`src/hdl/ldist_pkg.sv`:
```
// Shared types, constants and arithmetic helpers for the Legendre distribution core.
`timescale 1ns / 1ps
package ldist_pkg;

    localparam int COEF_W   = 32;
    localparam int ENERGY_W = 25;
    localparam int ORDER_W  = 6;
    localparam int ANGLE_W  = 12;
    localparam int PROB_W   = 48;
    localparam int ACC_W    = 50;
    localparam int DVD_W    = 60;
    localparam int DVS_W    = 25;
    localparam int CNT_W    = 6;
    localparam int COS_DEPTH = 1441;
    localparam int COS_AW    = 11;

    localparam logic [63:0] PI_Q60  = 64'h3243F6A8885A308D;
    localparam logic [63:0] ONE_Q60 = 64'h1000000000000000;
    localparam logic signed [31:0] ONE_Q30 = 32'sh40000000;
    localparam logic [11:0] HALF_TURN = 12'd2880;
    localparam logic [11:0] QUARTER_TURN = 12'd1440;

    typedef enum logic [1:0] {
        REG_ENERGY_LOW    = 2'd0,
        REG_ENERGY_HIGH   = 2'd1,
        REG_ENERGY_TARGET = 2'd2,
        REG_ORDER_COUNT   = 2'd3
    } reg_index_t;

    typedef logic [30:0] cos_rom_t [0:COS_DEPTH-1];

    typedef struct packed {
        logic             start;
        logic [DVD_W-1:0] dividend;
        logic [DVS_W-1:0] divisor;
    } div_req_t;

    typedef struct packed {
        logic             busy;
        logic             done;
        logic [DVD_W-1:0] quotient;
    } div_rsp_t;

    // Round-to-nearest (ties away from zero) of x / 2^30.
    function automatic logic signed [33:0] rnd30(input logic signed [63:0] x);
        logic [63:0] mag;
        logic [63:0] q;
        mag = x[63] ? 64'(-x) : 64'(x);
        q   = (mag + 64'd536870912) >> 30;
        return x[63] ? -$signed(q[33:0]) : $signed(q[33:0]);
    endfunction

    function automatic logic signed [31:0] sat32(input logic signed [63:0] v);
        logic signed [31:0] r;
        if (v > 64'sd2147483647) begin
            r = 32'sh7FFFFFFF;
        end else if (v < -64'sd2147483648) begin
            r = 32'sh80000000;
        end else begin
            r = v[31:0];
        end
        return r;
    endfunction

    // First-quadrant cosine table, Q1.30 magnitude, built by Taylor series.
    function automatic cos_rom_t cos_rom_build();
        cos_rom_t           t;
        logic [63:0]        x;
        logic [63:0]        x2;
        logic [63:0]        term;
        logic [127:0]       p;
        logic signed [63:0] sum;
        logic [63:0]        c;
        int                 b;
        int                 k;
        for (b = 0; b < COS_DEPTH; b++) begin
            x = (PI_Q60 / 64'd2880) * 64'(b) + ((PI_Q60 % 64'd2880) * 64'(b)) / 64'd2880;
            p = 128'(x) * 128'(x);
            x2 = p[123:60];
            term = ONE_Q60;
            sum = $signed(term);
            for (k = 1; k <= 14; k++) begin
                p = 128'(term) * 128'(x2);
                term = p[123:60] / 64'((2 * k - 1) * (2 * k));
                if ((k % 2) == 1) begin
                    sum = sum - $signed(term);
                end else begin
                    sum = sum + $signed(term);
                end
            end
            if (sum < 0) sum = 64'sd0;
            if (sum > $signed(ONE_Q60)) sum = $signed(ONE_Q60);
            c = (64'(sum) + 64'd536870912) >> 30;
            t[b] = c[30:0];
        end
        return t;
    endfunction

endpackage

```
`src/hdl/ldist_coef_mem.sv`:
```
// Coefficient store: one write port, one registered read port.
`timescale 1ns / 1ps
module ldist_coef_mem #(
    parameter int DEPTH = 32,
    parameter int AW    = 5
) (
    input  logic                                aclk,
    input  logic                                we,
    input  logic [AW-1:0]                       waddr,
    input  logic signed [ldist_pkg::COEF_W-1:0] wdata,
    input  logic [AW-1:0]                       raddr,
    output logic signed [ldist_pkg::COEF_W-1:0] rdata
);
    import ldist_pkg::*;

    logic signed [COEF_W-1:0] mem [0:DEPTH-1];
    logic signed [COEF_W-1:0] rdata_reg;

    always_ff @(posedge aclk) begin
        if (we) begin
            mem[waddr] <= wdata;
        end
        rdata_reg <= mem[raddr];
    end

    assign rdata = rdata_reg;

endmodule

```
`config.mk`:
```
export PLATFORM = sky130hd
export DESIGN_NAME = ldist_coef_mem
export DESIGN_NICKNAME = d
export VERILOG_FILES = /design/src/hdl/ldist_pkg.sv /design/src/hdl/ldist_coef_mem.sv
export SDC_FILE = /design/constraint.sdc
export NUM_CORES = 1
export LEC_CHECK = 0
export BUFFER_PORTS_ARGS = -buffer_cell sky130_fd_sc_hd__buf_2
export CORE_ASPECT_RATIO = 1.2
export CORE_MARGIN = 10
export CORE_UTILIZATION = 62
export DETAILED_ROUTE_END_ITERATION = 7
export GPL_TIMING_DRIVEN = 0
export PLACE_DENSITY = 0.84
export SKIP_CTS_REPAIR_TIMING = 1
export SYNTH_ARGS = -nofsm -noshare
export SYNTH_HDL_FRONTEND = slang
export SYNTH_SLANG_ARGS = --single-unit
```
`constraint.sdc`:
```
create_clock -name aclk -period 3.4 [get_ports aclk]
set_input_delay 0.34 -clock aclk [delete_from_list [all_inputs] [get_ports aclk]]
set_output_delay 0.34 -clock aclk [all_outputs]
set_load 0.005 [all_outputs]
```
# Word level (Yosys, flattened, before mapping)
# Memories as Yosys holds them, arrays and structs flattened. A register that Yosys moved wholly into a read port is not among the register bits.
# Cells that the tools add are included.
classes:
  n_mux: 2
op_table:
  columns: ["operator", "count"]
  rows:
  - ["2-to-1 mux 1 bit", 2]
word_totals:
  in_bits: 44
  wordCells: 3
  mem_count: 1
  regBits: 0
  ramBits: 1024
  out_inout_bits: 32
memory_table:
  columns: ["memory", "depth", "width", "read_ports", "rd_clocked_by_memory_dff", "write_ports", "line", "rtl"]
  rows:
  - ["mem", 32, 32, 1, 1, 1, "ldist_coef_mem.sv:16", "logic signed [COEF_W-1:0] mem [0:DEPTH-1];"]

# Longest topological paths before layout
logic_depth:
  word_depth: 2
  ltp_mapped: 8
  ltp_nobuf: 5

# Worst setup path before layout
# No wires, ideal clock.
synth_path:
  path_kind: "input to register"
  startpoint: "input waddr[1]"
  endpoint: "memory mem[12][0] (enable)"
  required_time_ns: 2.979
  setup_slack_ns: 0.626
  arrival_ns: 2.353
  n_path_buf: 1
  setup_time_ns: 0.421
  cell_stages: 3
  path_cell_list: "or3b_2 clkbuf_1 nor2_1"
synth_rtl:
  columns: ["element", "line", "rtl"]
  rows:
  - ["from (decl)", "ldist_coef_mem.sv:9", "input logic [AW-1:0] waddr,"]
  - ["to (decl)", "ldist_coef_mem.sv:16", null]
# No word-level cell before the write port.

==> results.sh <==
export IMPL_status="completed"
export IMPL_num_vias=22700
export IMPL_die_area_mm2=0.0760
export IMPL_finClkSkew_ps=20.8
export IMPL_avgSynthCellArea_um2=17.9
export IMPL_yosys_area_top_type_share=0.760
export IMPL_die_h_um=300
export IMPL_ir_drop_mv=0.389
export IMPL_reg2reg_depth=4
export IMPL_mostFrequentLayoutCell="edfxtp_1"
export IMPL_wl_per_cell_um=30.3
export IMPL_ys_warn_count=0
export IMPL_synth_mux_area_frac=0.127
export IMPL_h_tree_depth=3
export IMPL_nets=2502
export IMPL_place_ws_ps=763
export IMPL_n_fill_cell=3578
export IMPL_rsz0062_at_grt="no"
export IMPL_cts_sinks=1056
export IMPL_drc_errors=0
export IMPL_fin_tns_setup_ps=0
export IMPL_hp_start="wdata[0]"
export IMPL_r2r_start="mem[22][12]"
export IMPL_synthesis_nets=2304
export IMPL_max_freq_mhz=477
export IMPL_clk_latency_ps=660
export IMPL_grt_max_degree=33
export IMPL_ys_seq_area_frac=0.775
export IMPL_die_w_um=253
export IMPL_power_leakage_nw=16.0
export IMPL_totalWireLength_um=102000
export IMPL_initialDrtViolationCount=3035
export IMPL_grt_pass1_vias=23400
export IMPL_viasPerCell=6.74
export IMPL_start_util=0.627
export IMPL_worstReg2RegEnd="rdata[12]"
export IMPL_drive_gt1_frac=0.136
export IMPL_grt_remaining_overflow=0
export IMPL_syn_inst=2260
export IMPL_synth_top_family_by_area="multiplexers"
export IMPL_area_delta_synth_final_pct=12.9
export IMPL_fin_crit_sh=0.617
export IMPL_cts_tree="done"
export IMPL_ant_nets=0
export IMPL_place_gp_congestion=0.873
export IMPL_syn_area_mm2=0.0405
export IMPL_yosysTopAreaCell="edfxtp_1"
export IMPL_synth_fa_ha_area_frac=0
export IMPL_synth_xor_area_frac=0
export IMPL_synthSimpleGateAreaFrac=0.0310
export IMPL_cp_arrival_ps=2550
export IMPL_cp_start_kind="primary input"
export IMPL_slew_limit_headroom=0.244
export IMPL_cp_max_fo=10
export IMPL_end_kind="flop"
export IMPL_cts_root_buffer="clkbuf_16"
export IMPL_drt_pass1_iterations=6
export IMPL_hold_end="mem[7][0]"
export IMPL_holdWs_ps=226
export IMPL_min_path_cells=1
export IMPL_required_ps=3850
export IMPL_worst_slack_ps=1300
export IMPL_timing_final_max_slew_violations=0
export IMPL_cellPowerDensity_mw_per_mm2=570
export IMPL_synth_compound_area_frac=0.0485
export IMPL_clk_pin_slew_ps=70
export IMPL_cp_startpoint="raddr[1]"
export IMPL_yosysUniqueCellTypes=25
export IMPL_hold_viol_final=0
export IMPL_timing_final_crit_period_ps=2100
export IMPL_place_area_mm2=0.0429
export IMPL_synthTopCellsByArea="edfxtp_1, mux2i_1, a22oi_1"
export IMPL_io_buffers=74
export IMPL_ys_ff_latch=1056
export IMPL_grt_pass1_wl_um=149000
export IMPL_regToRegSetupSlack_ps=1660
export IMPL_fin_area_mm2=0.0457
export IMPL_ios=76
export IMPL_min_path_type="in2reg"
export IMPL_setup_viol=0
export IMPL_core_area_mm2=0.0646
export IMPL_clk_path_buf_depth=3
export IMPL_grtUsageTotal=0.268
export IMPL_dp_hpwl_um=62200
export IMPL_final_cell_mix="edfxtp_1, mux2i_1, buf_2"
export IMPL_std_cell_rows=102
export IMPL_cap_violations=0
export IMPL_largest_register_ff_count=1024
export IMPL_antenna_found_initial=7
export IMPL_finalPower_mw=26.1
export IMPL_tightest_slew_ps=1130
export IMPL_cts_inserted_buffers=90
export IMPL_path_class="in2reg"
-- worst max-delay path, cell delays in order --
cell and delay, ps:
buf_2 120, nor2_1 140, buf_2 310, buf_2 400, buf_2 370, nand2_1 100
a31oi_1 460, nand3_1 290
-- cell type report --
type,instances,area [µm²],area share
Tap cell,832,1040,0.0228
Antenna cell,3,7.51,0.000164
Sequential cell,1056,31400,0.687
Multi-Input combinational cell,1077,8580,0.188
Buffer,127,753,0.0165
Timing Repair Buffer,106,1090,0.0238
Clock inverter,46,368,0.00805
Clock buffer,120,2490,0.0544
-- per-layer routing --
layer,vias to the layer above,GRT usage,part of all wire
met4,8,0.137,0.052
met3,398,0.0491,0.10
li1,9351,-,-
met2,1708,0.469,0.52
met5,-,0,0.00041
met1,11200,0.311,0.32
-- through the flow --
| stage | utilization | cells |
|---|---|---|
| after floorplan | - | 2260 |
| after global placement | 0.649 | 3166 |
| after detailed placement | 0.664 | 3198 |
| after CTS | 0.708 | 3364 |
| after global routing | 0.708 | 3366 |
| final | 0.708 | 3367 |
-- cell families after synthesis --
logic type	Yosys count
and+or+nand+nor	277
DFF	1056
buffers and inverters	127
muxes	512
AOI/OAI and AO/OA	288
-- how the worst max path moves through the flow --
stage,slack [ps],cells after the start,to
5_1_grt,1310,5,mem[0][22]
3_3_place_gp,-880,4,mem[4][18]
4_1_cts,1400,5,mem[12][3]
2_1_floorplan,630,3,mem[12][0]
3_5_place_dp,760,4,mem[13][26]
6_report,1300,8,rdata[12]
-- cell usage after synthesis --
library cell / count
edfxtp_1: 1024
mux2i_1: 512
nand2_1: 98
nand3_1: 98
a21oi_1: 96
a22oi_1: 96
a22o_1: 64
clkbuf_1: 46
nor2_1: 34
buf_4: 33
a31oi_1: 32
dfxtp_1: 32
nor3_1: 32
buf_2: 26
buf_6: 15
buf_1: 5
nand3b_1: 5
or3b_2: 3
clkbuf_4: 2
nand2b_1: 2
and2_1: 1
and2b_1: 1
nor2b_1: 1
or2_2: 1
or3_1: 1
-- power breakdown --
part	internal (mW)	total (mW)	switching, mW
clock	5.54	10.1	4.52
combinational	0.465	1.49	1.02
sequential	14.5	14.5	0.0545
Power figures use the tool's default switching activity.
