--- src/hdl/ldist_pkg.sv ---
// Shared types, constants and arithmetic helpers for the Legendre distribution core.
`timescale 1ns / 1ps
package ldist_pkg;

    localparam int COEF_W   = 32;
    localparam int ENERGY_W = 25;
    localparam int ORDER_W  = 6;
    localparam int ANGLE_W  = 12;
    localparam int PROB_W   = 48;
    localparam int ACC_W    = 50;
    localparam int DVD_W    = 60;
    localparam int DVS_W    = 25;
    localparam int CNT_W    = 6;
    localparam int COS_DEPTH = 1441;
    localparam int COS_AW    = 11;

    localparam logic [63:0] PI_Q60  = 64'h3243F6A8885A308D;
    localparam logic [63:0] ONE_Q60 = 64'h1000000000000000;
    localparam logic signed [31:0] ONE_Q30 = 32'sh40000000;
    localparam logic [11:0] HALF_TURN = 12'd2880;
    localparam logic [11:0] QUARTER_TURN = 12'd1440;

    typedef enum logic [1:0] {
        REG_ENERGY_LOW    = 2'd0,
        REG_ENERGY_HIGH   = 2'd1,
        REG_ENERGY_TARGET = 2'd2,
        REG_ORDER_COUNT   = 2'd3
    } reg_index_t;

    typedef logic [30:0] cos_rom_t [0:COS_DEPTH-1];

    typedef struct packed {
        logic             start;
        logic [DVD_W-1:0] dividend;
        logic [DVS_W-1:0] divisor;
    } div_req_t;

    typedef struct packed {
        logic             busy;
        logic             done;
        logic [DVD_W-1:0] quotient;
    } div_rsp_t;

    // Round-to-nearest (ties away from zero) of x / 2^30.
    function automatic logic signed [33:0] rnd30(input logic signed [63:0] x);
        logic [63:0] mag;
        logic [63:0] q;
        mag = x[63] ? 64'(-x) : 64'(x);
        q   = (mag + 64'd536870912) >> 30;
        return x[63] ? -$signed(q[33:0]) : $signed(q[33:0]);
    endfunction

    function automatic logic signed [31:0] sat32(input logic signed [63:0] v);
        logic signed [31:0] r;
        if (v > 64'sd2147483647) begin
            r = 32'sh7FFFFFFF;
        end else if (v < -64'sd2147483648) begin
            r = 32'sh80000000;
        end else begin
            r = v[31:0];
        end
        return r;
    endfunction

    // First-quadrant cosine table, Q1.30 magnitude, built by Taylor series.
    function automatic cos_rom_t cos_rom_build();
        cos_rom_t           t;
        logic [63:0]        x;
        logic [63:0]        x2;
        logic [63:0]        term;
        logic [127:0]       p;
        logic signed [63:0] sum;
        logic [63:0]        c;
        int                 b;
        int                 k;
        for (b = 0; b < COS_DEPTH; b++) begin
            x = (PI_Q60 / 64'd2880) * 64'(b) + ((PI_Q60 % 64'd2880) * 64'(b)) / 64'd2880;
            p = 128'(x) * 128'(x);
            x2 = p[123:60];
            term = ONE_Q60;
            sum = $signed(term);
            for (k = 1; k <= 14; k++) begin
                p = 128'(term) * 128'(x2);
                term = p[123:60] / 64'((2 * k - 1) * (2 * k));
                if ((k % 2) == 1) begin
                    sum = sum - $signed(term);
                end else begin
                    sum = sum + $signed(term);
                end
            end
            if (sum < 0) sum = 64'sd0;
            if (sum > $signed(ONE_Q60)) sum = $signed(ONE_Q60);
            c = (64'(sum) + 64'd536870912) >> 30;
            t[b] = c[30:0];
        end
        return t;
    endfunction

endpackage

--- src/hdl/ldist_div.sv ---
// Restoring divider, one quotient bit per cycle.
`timescale 1ns / 1ps
module ldist_div (
    input  logic                  aclk,
    input  logic                  aresetn,
    input  ldist_pkg::div_req_t   req,
    output ldist_pkg::div_rsp_t   rsp
);
    import ldist_pkg::*;

    logic             busy_reg, busy_next;
    logic             done_reg, done_next;
    logic [CNT_W-1:0] cnt_reg, cnt_next;
    logic [DVD_W-1:0] dvd_reg, dvd_next;
    logic [DVS_W-1:0] dvs_reg, dvs_next;
    logic [DVS_W-1:0] rem_reg, rem_next;
    logic [DVS_W:0]   rem_sh;
    logic             fits;

    always_comb begin
        busy_next = busy_reg;
        done_next = 1'b0;
        cnt_next  = cnt_reg;
        dvd_next  = dvd_reg;
        dvs_next  = dvs_reg;
        rem_next  = rem_reg;
        rem_sh    = {rem_reg, dvd_reg[DVD_W-1]};
        fits      = rem_sh >= {1'b0, dvs_reg};
        if (req.start) begin
            busy_next = 1'b1;
            cnt_next  = CNT_W'(DVD_W);
            dvd_next  = req.dividend;
            dvs_next  = req.divisor;
            rem_next  = '0;
        end else if (busy_reg) begin
            rem_next = fits ? DVS_W'(rem_sh - {1'b0, dvs_reg}) : rem_sh[DVS_W-1:0];
            dvd_next = {dvd_reg[DVD_W-2:0], fits};
            cnt_next = cnt_reg - 1'b1;
            if (cnt_reg == CNT_W'(1)) begin
                busy_next = 1'b0;
                done_next = 1'b1;
            end
        end
    end

    always_ff @(posedge aclk) begin
        if (!aresetn) begin
            busy_reg <= 1'b0;
            done_reg <= 1'b0;
            cnt_reg  <= '0;
        end else begin
            busy_reg <= busy_next;
            done_reg <= done_next;
            cnt_reg  <= cnt_next;
        end
        dvd_reg <= dvd_next;
        dvs_reg <= dvs_next;
        rem_reg <= rem_next;
    end

    assign rsp.busy     = busy_reg;
    assign rsp.done     = done_reg;
    assign rsp.quotient = dvd_reg;

endmodule
--- config.mk ---
export PLATFORM = sky130hd
export DESIGN_NAME = ldist_div
export DESIGN_NICKNAME = d
export VERILOG_FILES = /design/src/hdl/ldist_pkg.sv /design/src/hdl/ldist_div.sv
export SDC_FILE = /design/constraint.sdc
export NUM_CORES = 1
export LEC_CHECK = 0
export BUFFER_PORTS_ARGS = -buffer_cell sky130_fd_sc_hd__buf_2
export CORE_MARGIN = 5
export CORE_UTILIZATION = 54
export DETAILED_ROUTE_END_ITERATION = 8
export PLACE_DENSITY = 0.82
export SLEW_MARGIN = 0
export SYNTH_ARGS = -nofsm -noshare
export SYNTH_HDL_FRONTEND = slang
export SYNTH_SLANG_ARGS = --single-unit
--- constraint.sdc ---
create_clock -name aclk -period 3.9 [get_ports aclk]
set_input_delay 0.195 -clock aclk [delete_from_list [all_inputs] [get_ports aclk]]
set_output_delay 0.195 -clock aclk [all_outputs]
set_load 0.05 [all_outputs]
# ---- Word level (Yosys, flattened, before mapping)
# Cells that the tools add are included.
dict set report totals {
  register_bits 118
  latch_bits 0
  ram_bits 0
  rom_bits 0
  elab_cells 25
  memories 0
}
dict set report classes {
  addsub 2
  multipliers 0
  div_mod_pow 0
  magnitude_cmp 1
  eq_ne 1
  shift 0
  n_mux 9
  bitwise 2
  reduce_logical 3
}
# operator count
set ops {}
lappend ops {{$mux W60} 2}
lappend ops {{$ge A26 B25 Y1} 1}
lappend ops {{$mux W25} 1}
lappend ops {{$sub A25 B25 Y25} 1}
lappend ops {{$mux W6} 2}
lappend ops {{$eq A6 B1 Y1 const B} 1}
lappend ops {{$sub A6 B1 Y6 const B} 1}
lappend ops {{$mux W1} 4}
lappend ops {{$reduce_or A3 Y1} 1}
lappend ops {{$not A1 Y1} 2}
lappend ops {{$reduce_bool A2 Y1} 1}
lappend ops {{$reduce_or A2 Y1} 1}

# ---- Longest topological paths before layout
dict set report logic_depth {
  ltp_word 4
  mapped_depth 13
  depth_no_buf 12
}

# ---- Worst setup path after synthesis
# No wires, ideal clock.
dict set report synth_timing {
  path_kind {register to register}
  start {register dvd_reg[59]}
  end {register dvd_reg[0] (data pin)}
  arrival_ns 2.858
  required_time_ns 3.640
  path_slack_ns 0.782
  path_stages_with_launch 13
  path_buffers 1
  synth_period_minus_slack_ns 3.118
  cell_sequence {edfxtp_1 > inv_1 > ha_1 > inv_1 > fa_1 > a21oi_2 > o21ai_2 > a2111oi_4 > nor3_2 > a31oi_4 > o21ai_4 > buf_6 > mux2_2}
}
dict set report synth_between {
  elab_chain_cells 3
}
# element line
set synth_rtl {}
lappend synth_rtl {{start: declaration} ldist_div.sv:14} ;# logic [DVD_W-1:0] dvd_reg, dvd_next;
lappend synth_rtl {{start signal: assignment} ldist_div.sv:56} ;# dvd_reg <= dvd_next;
lappend synth_rtl {{$ge A26 B25 Y1} ldist_div.sv:28} ;# fits = rem_sh >= {1'b0, dvs_reg};
lappend synth_rtl {{$mux W60} ldist_div.sv:35} ;# end else if (busy_reg) begin
lappend synth_rtl {{$mux W60} ldist_div.sv:29} ;# if (req.start) begin
lappend synth_rtl {{named net dvd_next[0]} ldist_div.sv:14}
# The timed path passes the listed nets, and every way through them passes these cells. The select of a mux whose other input is x is not followed.
# A chain may end at the register's enable or synchronous reset.

# ---- Worst setup path after layout
dict set report layout_timing {
  start {register dvd_reg[59]}
  end {register rem_reg[24]}
}
dict set report layout_between {
  elab_chain_cells 2
  word_cells_on_any_way 3
  classes_between {add/sub: 1; order compare: 1; mux: 1}
}
# element line
set layout_rtl {}
lappend layout_rtl {{$sub A25 B25 Y25 / $ge A26 B25 Y1 (equally long branches)} {ldist_div.sv:36, ldist_div.sv:28}}
lappend layout_rtl {{$mux W25 *} ldist_div.sv:36} ;# rem_next = fits ? DVS_W'(rem_sh - {1'b0, dvs_reg}) : rem_sh[DVS_W-1:0];
lappend layout_rtl {{end signal: assignment} ldist_div.sv:58} ;# rem_reg <= rem_next;
lappend layout_rtl {{end: declaration} ldist_div.sv:16} ;# logic [DVS_W-1:0] rem_reg, rem_next;
# Mark *: on every way between the ends. The rest lies on a longest branch, timed or not.

==> out/qor.csv <==
metric,value,unit
status,completed,
first_global_vias,4941,
grt_setup_unrepaired,false,
synthTopCellsByArea,"edfxtp_1, mux2_2, dfxtp_1, ha_1, nand3_1",
setup_violations,0,
post_drt_wl_per_cell,18.1,um
cap_violations,0,
vias,4770,
hold-worst-slack,0.0693,ns
synth_cell_type_count,60,
max_freq,324,MHz
final_nets,813,
final_common_cell,buf_2,
first_pass_iters,5,
area_growth,27.4,%
drc,0,
yosysSeqAreaShare,0.525,
drive_above_1_share,0.359,
power_leakage,3.29,nW
synthesis.area_per_instance,11.7,um2
cts_tree,yes,
overflow,0,
cp_slowest_cell,a211oi_1,
power.switching,1.08,mW
syn-num-nets,640,
tns,0,ns
yosys.area.top_type,edfxtp_1,
slew_viol_final,0,
globalRouteTotalUtil,0.235,
critical_path.max_stage_delay,0.55,ns
drt_iter0_markers,301,
yosys_most_used_dff,edfxtp_1,
ys_ff_latch,118,
hold_buffers,25,
ant_nets,0,
power,3.81,mW
dp_cells,793,
cts_buffers,17,
antenna_found_initial,3,
post_cts_buffers,0,
cts-root-buf,clkbuf_16,
synthCells,524,
largest_reg_flops,60,
die_x,117,um
hold_viol_final,0,
start_kind,flop,
crit_required,4.24,ns
start_util,0.558,
clk_pin_slew,0.06,ns
io_pins,150,
grt_first_pass_wirelength,24.3,mm
viasPerCell,5.61,
layout_common_cells,"buf_2, edfxtp_1, mux2_2",
slew_headroom,0.479,
clock_latency,0.42,ns
post-route-util,0.711,
cts_resized,0,
place_congestion,0.893,
p_per_area,488,mW/mm2
finalCriticalPeriod,3.08,ns
criticalPathCategory,reg -> reg,
io_buffer_count,149,
synth-edff-count,85,
fillerInstances,760,
post-route-period-util,0.791,
synth_top_area_frac,0.417,
p_comb_frac,0.189,
skew,0.0191,ns
fin_cells,851,
die_area,0.0136,mm2
register_area,0.00321,mm2
clock-sinks,118,
grt_start_max_net_pins,65,
die_y,117,um
multi_input_area,0.00265,mm2
p_int,2.73,mW
vdd_drop_max,0.372,mV
worst_pin_slew,0.782,ns
dp_hpwl,10.8,mm
ys.warnings.count,0,
async_flop_share,0,
core_area,0.0110,mm2
worst-path-max-fanout,3,
arrival,3.43,ns
holdCritPathClass,in -> reg,
p_sw_frac,0.284,
p_clk_frac,0.411,
path_cells,inv_1 -> ha_1 -> inv_1 -> fa_1 -> a21oi_2 -> o21ai_2 -> a2111oi_4 -> nor3_2 -> a211oi_1 -> o21ai_0 -> xnor2_1 -> o21ai_0,
seqPwrFrac,0.400,
wirelength,15.4,mm
h-tree-depth,4,
synth_area,0.00612,mm2
end_kind,flop,
rows,38,
clockBufferDepth,2,
-- cells in the mapped netlist (3+ instances only) --
library cell and instances:
a21boi_0 3, a21o_1 6, a21oi_1 18, a311oi_1 4, a31oi_1 6, a32oi_1 7
and2_1 3, and3_1 3, buf_2 3, clkbuf_1 17, dfxtp_1 33, edfxtp_1 85
ha_1 27, inv_1 37, mux2_2 60, nand2_1 34, nand2b_1 3, nand3_1 34
nand4_1 3, nor2_1 25, nor2b_1 6, nor3_1 3, o21a_1 7, o21ai_0 16
o21ai_1 3, o21bai_1 6, o31ai_1 3, xnor2_1 14, xor2_1 14
-- power groups by stage --
stage	Clock [mW]	Combinational, mW	Sequential, mW
after global placement	0	0.681	1.54
after global routing	1.65	0.767	1.54
after CTS	1.58	0.721	1.53
final	1.57	0.721	1.52
after detailed placement	0	0.696	1.55
after floorplan	0	0.285	1.77
-- layout make-up --
type,instances,share of cell area
diodes,1,0.000321
clock buffers,23,0.0587
flip-flops and latches,118,0.412
multi-input cells,344,0.340
well taps,140,0.0224
clock inverters,9,0.0164
repair buffers,179,0.133
inverters,37,0.0178
-- cell families after synthesis --
family,count (synthesis),share of synthesized area
buffers and inverters,62,0.0423
DFF,118,0.525
xor gates and xnor gates,28,0.0400
muxes,62,0.114
AOI/OAI and AO/OA,102,0.124
adders and majority gates,28,0.0584
and+or+nand+nor,124,0.0966
-- critical path: cells and delay by family, from the launching register on --
family	cells	cell delay, ns
and+or+nand+nor	1	0.12
DFF	1	0.40
xor gates and xnor gates	1	0.16
buffers and inverters	2	0.13
AOI/OAI and AO/OA	6	1.63
adders and majority gates	2	0.57
-- metrics by stage --
step	area [um2]	setup WS [ns]
floorplan	6120	0.782
global placement	6970	0.980
detailed placement	6970	0.845
CTS	7800	0.829
global route	7800	0.529
finish	7800	0.816
-- worst paths after layout --
kind	start	to	slack, ns	cells after the start
worst min-delay path	aresetn	done_reg	0.07	3
worst max-delay path	dvd_reg[59]	rem_reg[24]	0.82	12
worst min register to register	rem_reg[3]	rem_reg[3]	0.50	2
worst max register to register	dvd_reg[59]	rem_reg[24]	0.82	12
-- metal layers --
metal / GRT usage / share of wire / routed length, um
met1: 0.279 / 0.40 / 6230
met2: 0.381 / 0.48 / 7390
met3: 0.0943 / 0.095 / 1470
met4: 0.0959 / 0.019 / 300
met5: 0 / 0.0018 / 28
No activity file was read; power rests on OpenSTA's default activity.
